[config.mk]
export PLATFORM = sky130hd
export DESIGN_NAME = sha256_block_compress
export DESIGN_NICKNAME = d
export VERILOG_FILES = /design/src/design/sbc_pkg.sv /design/src/design/sbc_sched.sv /design/src/design/sbc_round.sv /design/src/design/sha256_block_compress.sv
export SDC_FILE = /design/constraint.sdc
export NUM_CORES = 2
export LEC_CHECK = 0
export BUFFER_PORTS_ARGS = -buffer_cell sky130_fd_sc_hd__clkbuf_2
export CORE_ASPECT_RATIO = 0.6
export CORE_MARGIN = 8
export CORE_UTILIZATION = 45
export CTS_CLUSTER_SIZE = 28
export DETAILED_ROUTE_END_ITERATION = 12
export HOLD_SLACK_MARGIN = 0.08
export PLACE_DENSITY = 0.71
export RECOVER_POWER = 50
export REMOVE_ABC_BUFFERS = 1
export SLEW_MARGIN = 40
export SYNTH_ARGS = -nofsm -noshare
export SYNTH_HDL_FRONTEND = slang
export SYNTH_HIERARCHICAL = 1
export SYNTH_SLANG_ARGS = --single-unit
[constraint.sdc]
create_clock -name clk -period 18.8 [get_ports clk]
set_clock_uncertainty 0.15 [all_clocks]
set_input_delay 2.82 -clock clk [delete_from_list [all_inputs] [get_ports clk]]
set_output_delay 2.82 -clock clk [all_outputs]
set_load 0.02 [all_outputs]
[src/design/sbc_pkg.sv]
// shared types, round constants and hash functions of the sha-256 block compressor
package sbc_pkg;

    localparam int HASH_WORDS = 8;
    localparam int BLOCK_WORDS = 16;
    localparam int ROUNDS = 64;
    localparam int CFG_INDEX_W = 4;

    typedef logic [31:0] word_t;
    typedef logic [HASH_WORDS-1:0][31:0] hash_t;
    typedef logic [5:0] round_idx_t;

    // window control: shift in an input word or an expanded schedule word
    typedef struct packed {
        logic shift_word;
        logic shift_expand;
    } sched_ctl_t;

    // round unit control: load working variables or run one round
    typedef struct packed {
        logic load;
        logic step;
    } round_ctl_t;

    localparam hash_t HASH_RESET = {
        32'h5be0cd19, 32'h1f83d9ab, 32'h9b05688c, 32'h510e527f,
        32'ha54ff53a, 32'h3c6ef372, 32'hbb67ae85, 32'h6a09e667
    };

    localparam word_t ROUND_K [ROUNDS] = '{
        32'h428a2f98, 32'h71374491, 32'hb5c0fbcf, 32'he9b5dba5,
        32'h3956c25b, 32'h59f111f1, 32'h923f82a4, 32'hab1c5ed5,
        32'hd807aa98, 32'h12835b01, 32'h243185be, 32'h550c7dc3,
        32'h72be5d74, 32'h80deb1fe, 32'h9bdc06a7, 32'hc19bf174,
        32'he49b69c1, 32'hefbe4786, 32'h0fc19dc6, 32'h240ca1cc,
        32'h2de92c6f, 32'h4a7484aa, 32'h5cb0a9dc, 32'h76f988da,
        32'h983e5152, 32'ha831c66d, 32'hb00327c8, 32'hbf597fc7,
        32'hc6e00bf3, 32'hd5a79147, 32'h06ca6351, 32'h14292967,
        32'h27b70a85, 32'h2e1b2138, 32'h4d2c6dfc, 32'h53380d13,
        32'h650a7354, 32'h766a0abb, 32'h81c2c92e, 32'h92722c85,
        32'ha2bfe8a1, 32'ha81a664b, 32'hc24b8b70, 32'hc76c51a3,
        32'hd192e819, 32'hd6990624, 32'hf40e3585, 32'h106aa070,
        32'h19a4c116, 32'h1e376c08, 32'h2748774c, 32'h34b0bcb5,
        32'h391c0cb3, 32'h4ed8aa4a, 32'h5b9cca4f, 32'h682e6ff3,
        32'h748f82ee, 32'h78a5636f, 32'h84c87814, 32'h8cc70208,
        32'h90befffa, 32'ha4506ceb, 32'hbef9a3f7, 32'hc67178f2
    };

    function automatic word_t small_sigma0(input word_t x);
        return {x[6:0], x[31:7]} ^ {x[17:0], x[31:18]} ^ {3'b000, x[31:3]};
    endfunction

    function automatic word_t small_sigma1(input word_t x);
        return {x[16:0], x[31:17]} ^ {x[18:0], x[31:19]} ^ {10'b0, x[31:10]};
    endfunction

    function automatic word_t big_sigma0(input word_t x);
        return {x[1:0], x[31:2]} ^ {x[12:0], x[31:13]} ^ {x[21:0], x[31:22]};
    endfunction

    function automatic word_t big_sigma1(input word_t x);
        return {x[5:0], x[31:6]} ^ {x[10:0], x[31:11]} ^ {x[24:0], x[31:25]};
    endfunction

endpackage

[src/design/sbc_sched.sv]
// message schedule window: 16-word shift line with in-place expansion
module sbc_sched (
    input  logic                clk,
    input  sbc_pkg::sched_ctl_t ctl,
    input  sbc_pkg::word_t      word,
    output sbc_pkg::word_t      wt
);

    sbc_pkg::word_t window_reg [sbc_pkg::BLOCK_WORDS];
    sbc_pkg::word_t expand_next;

    // w[t+16] from the window holding w[t] .. w[t+15]
    assign expand_next = window_reg[0] + sbc_pkg::small_sigma0(window_reg[1])
                       + window_reg[9] + sbc_pkg::small_sigma1(window_reg[14]);

    assign wt = window_reg[0];

    always_ff @(posedge clk)
    begin
        if (ctl.shift_word || ctl.shift_expand)
        begin
            for (int i = 0; i < sbc_pkg::BLOCK_WORDS - 1; i++)
            begin
                window_reg[i] <= window_reg[i+1];
            end
            window_reg[sbc_pkg::BLOCK_WORDS-1] <= ctl.shift_word ? word : expand_next;
        end
    end

endmodule

[src/design/sbc_round.sv]
// sha-256 round unit: working variables and one round per step
module sbc_round (
    input  logic                clk,
    input  sbc_pkg::round_ctl_t ctl,
    input  sbc_pkg::hash_t      seed,
    input  sbc_pkg::word_t      k,
    input  sbc_pkg::word_t      wt,
    output sbc_pkg::hash_t      vars
);

    sbc_pkg::hash_t v_reg;
    sbc_pkg::hash_t v_next;
    sbc_pkg::word_t t1;
    sbc_pkg::word_t t2;
    sbc_pkg::word_t ch;
    sbc_pkg::word_t maj;

    always_comb
    begin
        ch  = (v_reg[4] & v_reg[5]) ^ (~v_reg[4] & v_reg[6]);
        maj = (v_reg[0] & v_reg[1]) ^ (v_reg[0] & v_reg[2]) ^ (v_reg[1] & v_reg[2]);
        t1  = v_reg[7] + sbc_pkg::big_sigma1(v_reg[4]) + ch + k + wt;
        t2  = sbc_pkg::big_sigma0(v_reg[0]) + maj;
        v_next[7] = v_reg[6];
        v_next[6] = v_reg[5];
        v_next[5] = v_reg[4];
        v_next[4] = v_reg[3] + t1;
        v_next[3] = v_reg[2];
        v_next[2] = v_reg[1];
        v_next[1] = v_reg[0];
        v_next[0] = t1 + t2;
    end

    always_ff @(posedge clk)
    begin
        if (ctl.load)
        begin
            v_reg <= seed;
        end
        else if (ctl.step)
        begin
            v_reg <= v_next;
        end
    end

    assign vars = v_reg;

endmodule

[src/design/sha256_block_compress.sv]
// sha-256 block compressor top level: sequencer, chaining value and digest output
// order: the 16th word of a block starts ST_ROUND, then ST_ADD folds the result;
//   the first digest word is valid in ST_EMIT, which follows ST_ADD for a final block
// flow: in_stall holds off message words while a 512-bit block is compressed and,
//   after a final block, until the 8 digest words are taken
// reset: async active low; init hash registers return to the sha-256 values,
//   the next block starts a new message
module sha256_block_compress (
    input  logic                            clk,
    input  logic                            rst_n,
    // configuration writes
    input  logic                            cfg_write,
    input  logic [sbc_pkg::CFG_INDEX_W-1:0] cfg_index,
    input  logic [31:0]                     cfg_data,
    // message word channel
    input  logic                            in_valid,
    output logic                            in_stall,
    input  logic [31:0]                     message_word,
    input  logic                            final_block,
    // digest channel
    output logic                            out_valid,
    input  logic                            out_stall,
    output logic [31:0]                     digest_word,
    output logic [2:0]                      digest_index,
    output logic                            digest_last
);

    localparam logic [1:0] ST_IDLE  = 2'd0;  // collecting message words
    localparam logic [1:0] ST_ROUND = 2'd1;  // running the 64 rounds
    localparam logic [1:0] ST_ADD   = 2'd2;  // folding working vars into chain
    localparam logic [1:0] ST_EMIT  = 2'd3;  // presenting the digest

    logic [1:0]          state_reg;
    logic [1:0]          state_next;
    logic [3:0]          word_cnt_reg;
    logic [3:0]          word_cnt_next;
    sbc_pkg::round_idx_t round_cnt_reg;
    sbc_pkg::round_idx_t round_cnt_next;
    logic [2:0]          out_idx_reg;
    logic [2:0]          out_idx_next;
    logic                fresh_reg;
    logic                fresh_next;
    logic                final_reg;
    logic                final_next;

    sbc_pkg::hash_t      init_hash_reg;
    sbc_pkg::hash_t      chain_reg;
    sbc_pkg::hash_t      chain_next;
    sbc_pkg::hash_t      seed;
    sbc_pkg::hash_t      vars;
    sbc_pkg::word_t      wt;

    sbc_pkg::sched_ctl_t sched_ctl;
    sbc_pkg::round_ctl_t round_ctl;

    logic                in_xfer;
    logic                out_xfer;
    logic                block_done;

    assign in_stall  = (state_reg != ST_IDLE);
    assign out_valid = (state_reg == ST_EMIT);
    assign in_xfer   = in_valid && !in_stall;
    assign out_xfer  = out_valid && !out_stall;

    // the sixteenth word of a block kicks off compression
    assign block_done = in_xfer && (word_cnt_reg == 4'(sbc_pkg::BLOCK_WORDS - 1));

    // first block of a message takes its chaining value from the init registers
    assign seed = fresh_reg ? init_hash_reg : chain_reg;

    always_comb
    begin
        sched_ctl.shift_word   = in_xfer;
        sched_ctl.shift_expand = (state_reg == ST_ROUND);
        round_ctl.load         = block_done;
        round_ctl.step         = (state_reg == ST_ROUND);
    end

    sbc_sched u_sched (
        .clk  (clk),
        .ctl  (sched_ctl),
        .word (message_word),
        .wt   (wt)
    );

    sbc_round u_round (
        .clk  (clk),
        .ctl  (round_ctl),
        .seed (seed),
        .k    (sbc_pkg::ROUND_K[round_cnt_reg]),
        .wt   (wt),
        .vars (vars)
    );

    // sequencer
    always_comb
    begin
        state_next     = state_reg;
        word_cnt_next  = word_cnt_reg;
        round_cnt_next = round_cnt_reg;
        out_idx_next   = out_idx_reg;
        fresh_next     = fresh_reg;
        final_next     = final_reg;
        chain_next     = chain_reg;
        case (state_reg)
            ST_IDLE:
            begin
                if (in_xfer)
                begin
                    word_cnt_next = word_cnt_reg + 4'd1;
                end
                if (block_done)
                begin
                    // only the flag on the last word of a block counts
                    final_next     = final_block;
                    chain_next     = seed;
                    fresh_next     = 1'b0;
                    round_cnt_next = '0;
                    state_next     = ST_ROUND;
                end
            end
            ST_ROUND:
            begin
                round_cnt_next = round_cnt_reg + 6'd1;
                if (round_cnt_reg == 6'(sbc_pkg::ROUNDS - 1))
                begin
                    state_next = ST_ADD;
                end
            end
            ST_ADD:
            begin
                for (int i = 0; i < sbc_pkg::HASH_WORDS; i++)
                begin
                    chain_next[i] = chain_reg[i] + vars[i];
                end
                out_idx_next = '0;
                state_next   = final_reg ? ST_EMIT : ST_IDLE;
            end
            ST_EMIT:
            begin
                if (out_xfer)
                begin
                    out_idx_next = out_idx_reg + 3'd1;
                    if (out_idx_reg == 3'(sbc_pkg::HASH_WORDS - 1))
                    begin
                        fresh_next = 1'b1;
                        state_next = ST_IDLE;
                    end
                end
            end
            default:
            begin
                state_next = ST_IDLE;
            end
        endcase
    end

    always_ff @(posedge clk or negedge rst_n)
    begin
        if (!rst_n)
        begin
            state_reg     <= ST_IDLE;
            word_cnt_reg  <= '0;
            round_cnt_reg <= '0;
            out_idx_reg   <= '0;
            fresh_reg     <= 1'b1;
            final_reg     <= 1'b0;
        end
        else
        begin
            state_reg     <= state_next;
            word_cnt_reg  <= word_cnt_next;
            round_cnt_reg <= round_cnt_next;
            out_idx_reg   <= out_idx_next;
            fresh_reg     <= fresh_next;
            final_reg     <= final_next;
        end
    end

    // init hash registers; writes above the last index are dropped
    always_ff @(posedge clk or negedge rst_n)
    begin
        if (!rst_n)
        begin
            init_hash_reg <= sbc_pkg::HASH_RESET;
        end
        else if (cfg_write && (cfg_index < sbc_pkg::CFG_INDEX_W'(sbc_pkg::HASH_WORDS)))
        begin
            init_hash_reg[cfg_index[2:0]] <= cfg_data;
        end
    end

    // chaining value is always seeded before it is read
    always_ff @(posedge clk)
    begin
        chain_reg <= chain_next;
    end

    // digest words come straight from the chaining registers, stable while stalled
    assign digest_word  = chain_reg[out_idx_reg];
    assign digest_index = out_idx_reg;
    assign digest_last  = (out_idx_reg == 3'(sbc_pkg::HASH_WORDS - 1));

endmodule
==> results <==
- The initial antenna violation count was 13.
- The clock-pin slew on the worst setup and hold paths is 60 ps.
- The clock passes through at most 4 buffers.
- At the worst endpoint, the required time is 18270 ps.
- The number of hold violations in the final report came to 0.
- In this run the mean area of a mapped cell was 11.43 µm².
- In this run the core area contains 121 standard-cell rows.
- After synthesis the netlist holds a flip-flop and latch count of 1297.
- At the pin with the least slew margin, the transition time is 5042 ps.
- The number of max-slew violations in the final report is 1186.
- The global-route wire length before repair is 389200 µm.
- The register with the most flip-flops in the layout has 512 of them.
- The register area share after synthesis is 46.21%.
- Once placement finished, the instance area stood at 84570 µm².
- The clock network latency to the later pin of the worst-skew pair is 810 ps.
- After detailed routing, the number of remaining DRC violations is 0.
- Global routing consumed, over all layers together, 26.39% of the routing resources.
- In this run, the number of DRC markers left after iteration 0 of detailed routing was 8729.
- Across the run, the number of max-cap violations was 25.
- For this run, the detailed router's first-pass iteration total came to 6.
- The maximum fanout count along the critical path is 57.
- The fill cell total of the finished layout is 15970.
- The width of the chip is 566.1 µm.
- The clock tree synthesis step divided the H-tree into 4 levels.
- The maximum frequency from static timing analysis is 81.95 MHz.
- In this run the tightest slew margin relative to its limit is -236.1%.
- The total detailed-routing wirelength is 270600 µm.
- The final reports fail on max-capacitance violations, max-slew violations.
- The area enclosed by the die boundary is 195900 µm².
- For this design the top-level I/O count stands at 112.
- Counting the buffers created by CTS gives 138.
- In the final design database the tool counted 7774 nets.
- The routed layout has 59620 vias.
- The fraction of final layout cells sized beyond drive strength 1 is 18.64%.
- Gates resized during post-CTS repair numbered 0.
- The area of the placeable core is 180900 µm².
- The routed via count divided by cell count is 6.204.
- Once the clock tree was built, the setup fixing pass inserted 0 buffers.
- Data arrives at the worst endpoint at 11670 ps.
- The number of instances in the synthesized netlist is 7147.
- The synthesized design contains 1024 enable-type register cells.
- Detailed placement ended at an HPWL of 203000 µm.
- The routability-driven placement congestion ratio is 1.001.
- From bottom edge to top edge, the die measures 346.1 µm.
- The count of yosys warnings during synthesis is 6.
- TritonCTS built the clock tree.
- During placement, the flow inserted port buffers numbering 111.
- The sum of negative setup slack is 0 ps.
- The post-synthesis instance area is 81700 µm².
- The final cycle utilization of the critical path is 64.90%.
- STA classifies the critical path startpoint as an input port.
- Clock tree synthesis selected as its root buffer the cell sky130_fd_sc_hd__clkbuf_16.
- The initial utilization of the core area, before any placement, comes to 45.16%.
- The count of nets left with antenna violations once routing finished came out at 0.
- Entering global routing, the biggest net connects 132 pins.
- The antenna diode instance count is 0.
- The final design area excluding fillers is 88700 µm².
- The kind of critical path is in2async.
- Setup repair after global routing left no endpoint under its margin.
- The distinct cell type count of the synthesized netlist is 109.
- The final count of negative-setup-slack endpoints is 0.
- After layout, the worst setup slack is 6598 ps.
- The proportion of register bits with asynchronous set or reset after synthesis is 21.05%.
- From synthesis to final layout, the design area changed by 8.568%.
- The post-detailed-route wirelength per cell is 28.16 µm.
- For this run, the leading register cell type out of synthesis is sky130_fd_sc_hd__edfxtp_1.
- The via count of the first global-routing pass is 55600.
- STA classifies the critical path endpoint as an asynchronous set/reset pin.
- The worst hold path class is reg2reg.
- The run finished, with violations left.
- Timing analysis after detailed placement gives a worst setup slack of 8985 ps.
- The minimum clock period is 12200 ps.
- The remaining global-route overflow is 0.
- Counting every sink on the clock net gives 1297.
- The cts-stage hold buffer count is 0.
==> path summary, 6_finish.rpt <==
check | cells after the start | to | slack [ps] | from
setup / recovery | 4 | digest_index[1] | 6600 | rst_n
max in group clk | 5 | u_round/vars[1] | 6600 | fresh_reg
setup reg to reg | 5 | u_round/vars[1] | 6600 | fresh_reg
hold / removal | 0 | u_sched/window_reg[7][5] | 260 | u_sched/window_reg[7][37]
min in group asynchronous | 1 | init_hash_reg[160] | 2200 | rst_n
hold reg to reg | 0 | u_sched/window_reg[7][5] | 260 | u_sched/window_reg[7][37]
==> cells by family (layout without fill, tap and decap cells) <==
kind of cell               after synthesis  count (layout)  synth area share, %
and+or+nand+nor                       1411            1411                7.654
DFF                                   1297            1297                46.21
muxes                                  825             825                12.29
xor gates and xnor gates               566             566                6.084
adders and majority gates              620             620                11.19
buffers and inverters                  831             896                4.061
AOI/OAI and AO/OA                     1597            1597                12.51
==> cells in the final DEF (no fill, tap or decap), types with 31 or more instances in the layout <==
master and n:
sky130_fd_sc_hd__a211oi_1 60, sky130_fd_sc_hd__a21o_1 168, sky130_fd_sc_hd__a21oi_1 574, sky130_fd_sc_hd__a31oi_1 56
sky130_fd_sc_hd__and3_1 41, sky130_fd_sc_hd__buf_4 57, sky130_fd_sc_hd__clkbuf_1 54, sky130_fd_sc_hd__clkbuf_16 142
sky130_fd_sc_hd__clkbuf_2 107, sky130_fd_sc_hd__dfrtp_1 131, sky130_fd_sc_hd__dfstp_2 136, sky130_fd_sc_hd__edfxtp_1 1024
sky130_fd_sc_hd__fa_1 195, sky130_fd_sc_hd__ha_1 394, sky130_fd_sc_hd__inv_1 444, sky130_fd_sc_hd__maj3_1 31
sky130_fd_sc_hd__mux2_1 65, sky130_fd_sc_hd__mux2_2 679, sky130_fd_sc_hd__mux4_2 68, sky130_fd_sc_hd__nand2_1 492
sky130_fd_sc_hd__nand2b_1 48, sky130_fd_sc_hd__nand3_1 81, sky130_fd_sc_hd__nand4_1 47, sky130_fd_sc_hd__nor2_1 478
sky130_fd_sc_hd__nor2b_1 47, sky130_fd_sc_hd__nor3_1 86, sky130_fd_sc_hd__o211ai_1 32, sky130_fd_sc_hd__o21a_1 58
sky130_fd_sc_hd__o21ai_0 299, sky130_fd_sc_hd__o21bai_1 48, sky130_fd_sc_hd__o31ai_1 49, sky130_fd_sc_hd__xnor2_1 382
sky130_fd_sc_hd__xor2_1 183
==> synthesized netlist by cell type, types with 168 or more instances <==
master	count	area [µm²]
sky130_fd_sc_hd__fa_1	195	3904
sky130_fd_sc_hd__nand2_1	493	1851
sky130_fd_sc_hd__mux2_2	744	8378
sky130_fd_sc_hd__xnor2_1	382	3346
sky130_fd_sc_hd__edfxtp_1	1024	30750
sky130_fd_sc_hd__a21oi_1	574	2873
sky130_fd_sc_hd__inv_1	446	1674
sky130_fd_sc_hd__xor2_1	183	1603
sky130_fd_sc_hd__ha_1	394	4930
sky130_fd_sc_hd__o21ai_0	299	1496
sky130_fd_sc_hd__clkbuf_1	291	1092
sky130_fd_sc_hd__nor2_1	479	1798
sky130_fd_sc_hd__a21o_1	168	1261
==> worst max-delay path, stage by stage <==
cell and delay [ps]:
sky130_fd_sc_hd__clkbuf_1 1030, sky130_fd_sc_hd__clkbuf_1 3020, sky130_fd_sc_hd__clkbuf_1 1980, sky130_fd_sc_hd__clkbuf_1 2570
==> final cells by class <==
type / count / area (µm²) / area share [%]
timing repair buffer: 207 / 1314 / 1.481
clock inverter: 63 / 514.2 / 0.5797
tap: 2398 / 3000 / 3.383
sequential: 1297 / 37770 / 42.58
clock buffer: 178 / 3769 / 4.249
inverter: 448 / 1683 / 1.897
multi-input combinational: 5019 / 40660 / 45.83
==> layer usage <==
layer / track usage, % / routed length, µm / up-vias
met5: 0 / 26 / -
met4: 4.923 / 5086 / 4
met3: 9.504 / 39760 / 340
met2: 32.76 / 99340 / 3458
met1: 42.70 / 126400 / 29950
li1: - / - / 25870
==> stage by stage <==
stage,instances,util [%],hold WS [ps]
floorplan,6764,-,250.3
global placement,9361,46.67,250.3
detailed placement,9365,46.75,254.5
CTS,9606,49.11,254.7
global route,9610,49.03,268.2
finish,9610,49.03,256.5
Power is left out: the tool's default activity adds up to more than one toggle a clock period on the data nets, which glitch-free logic cannot reach.
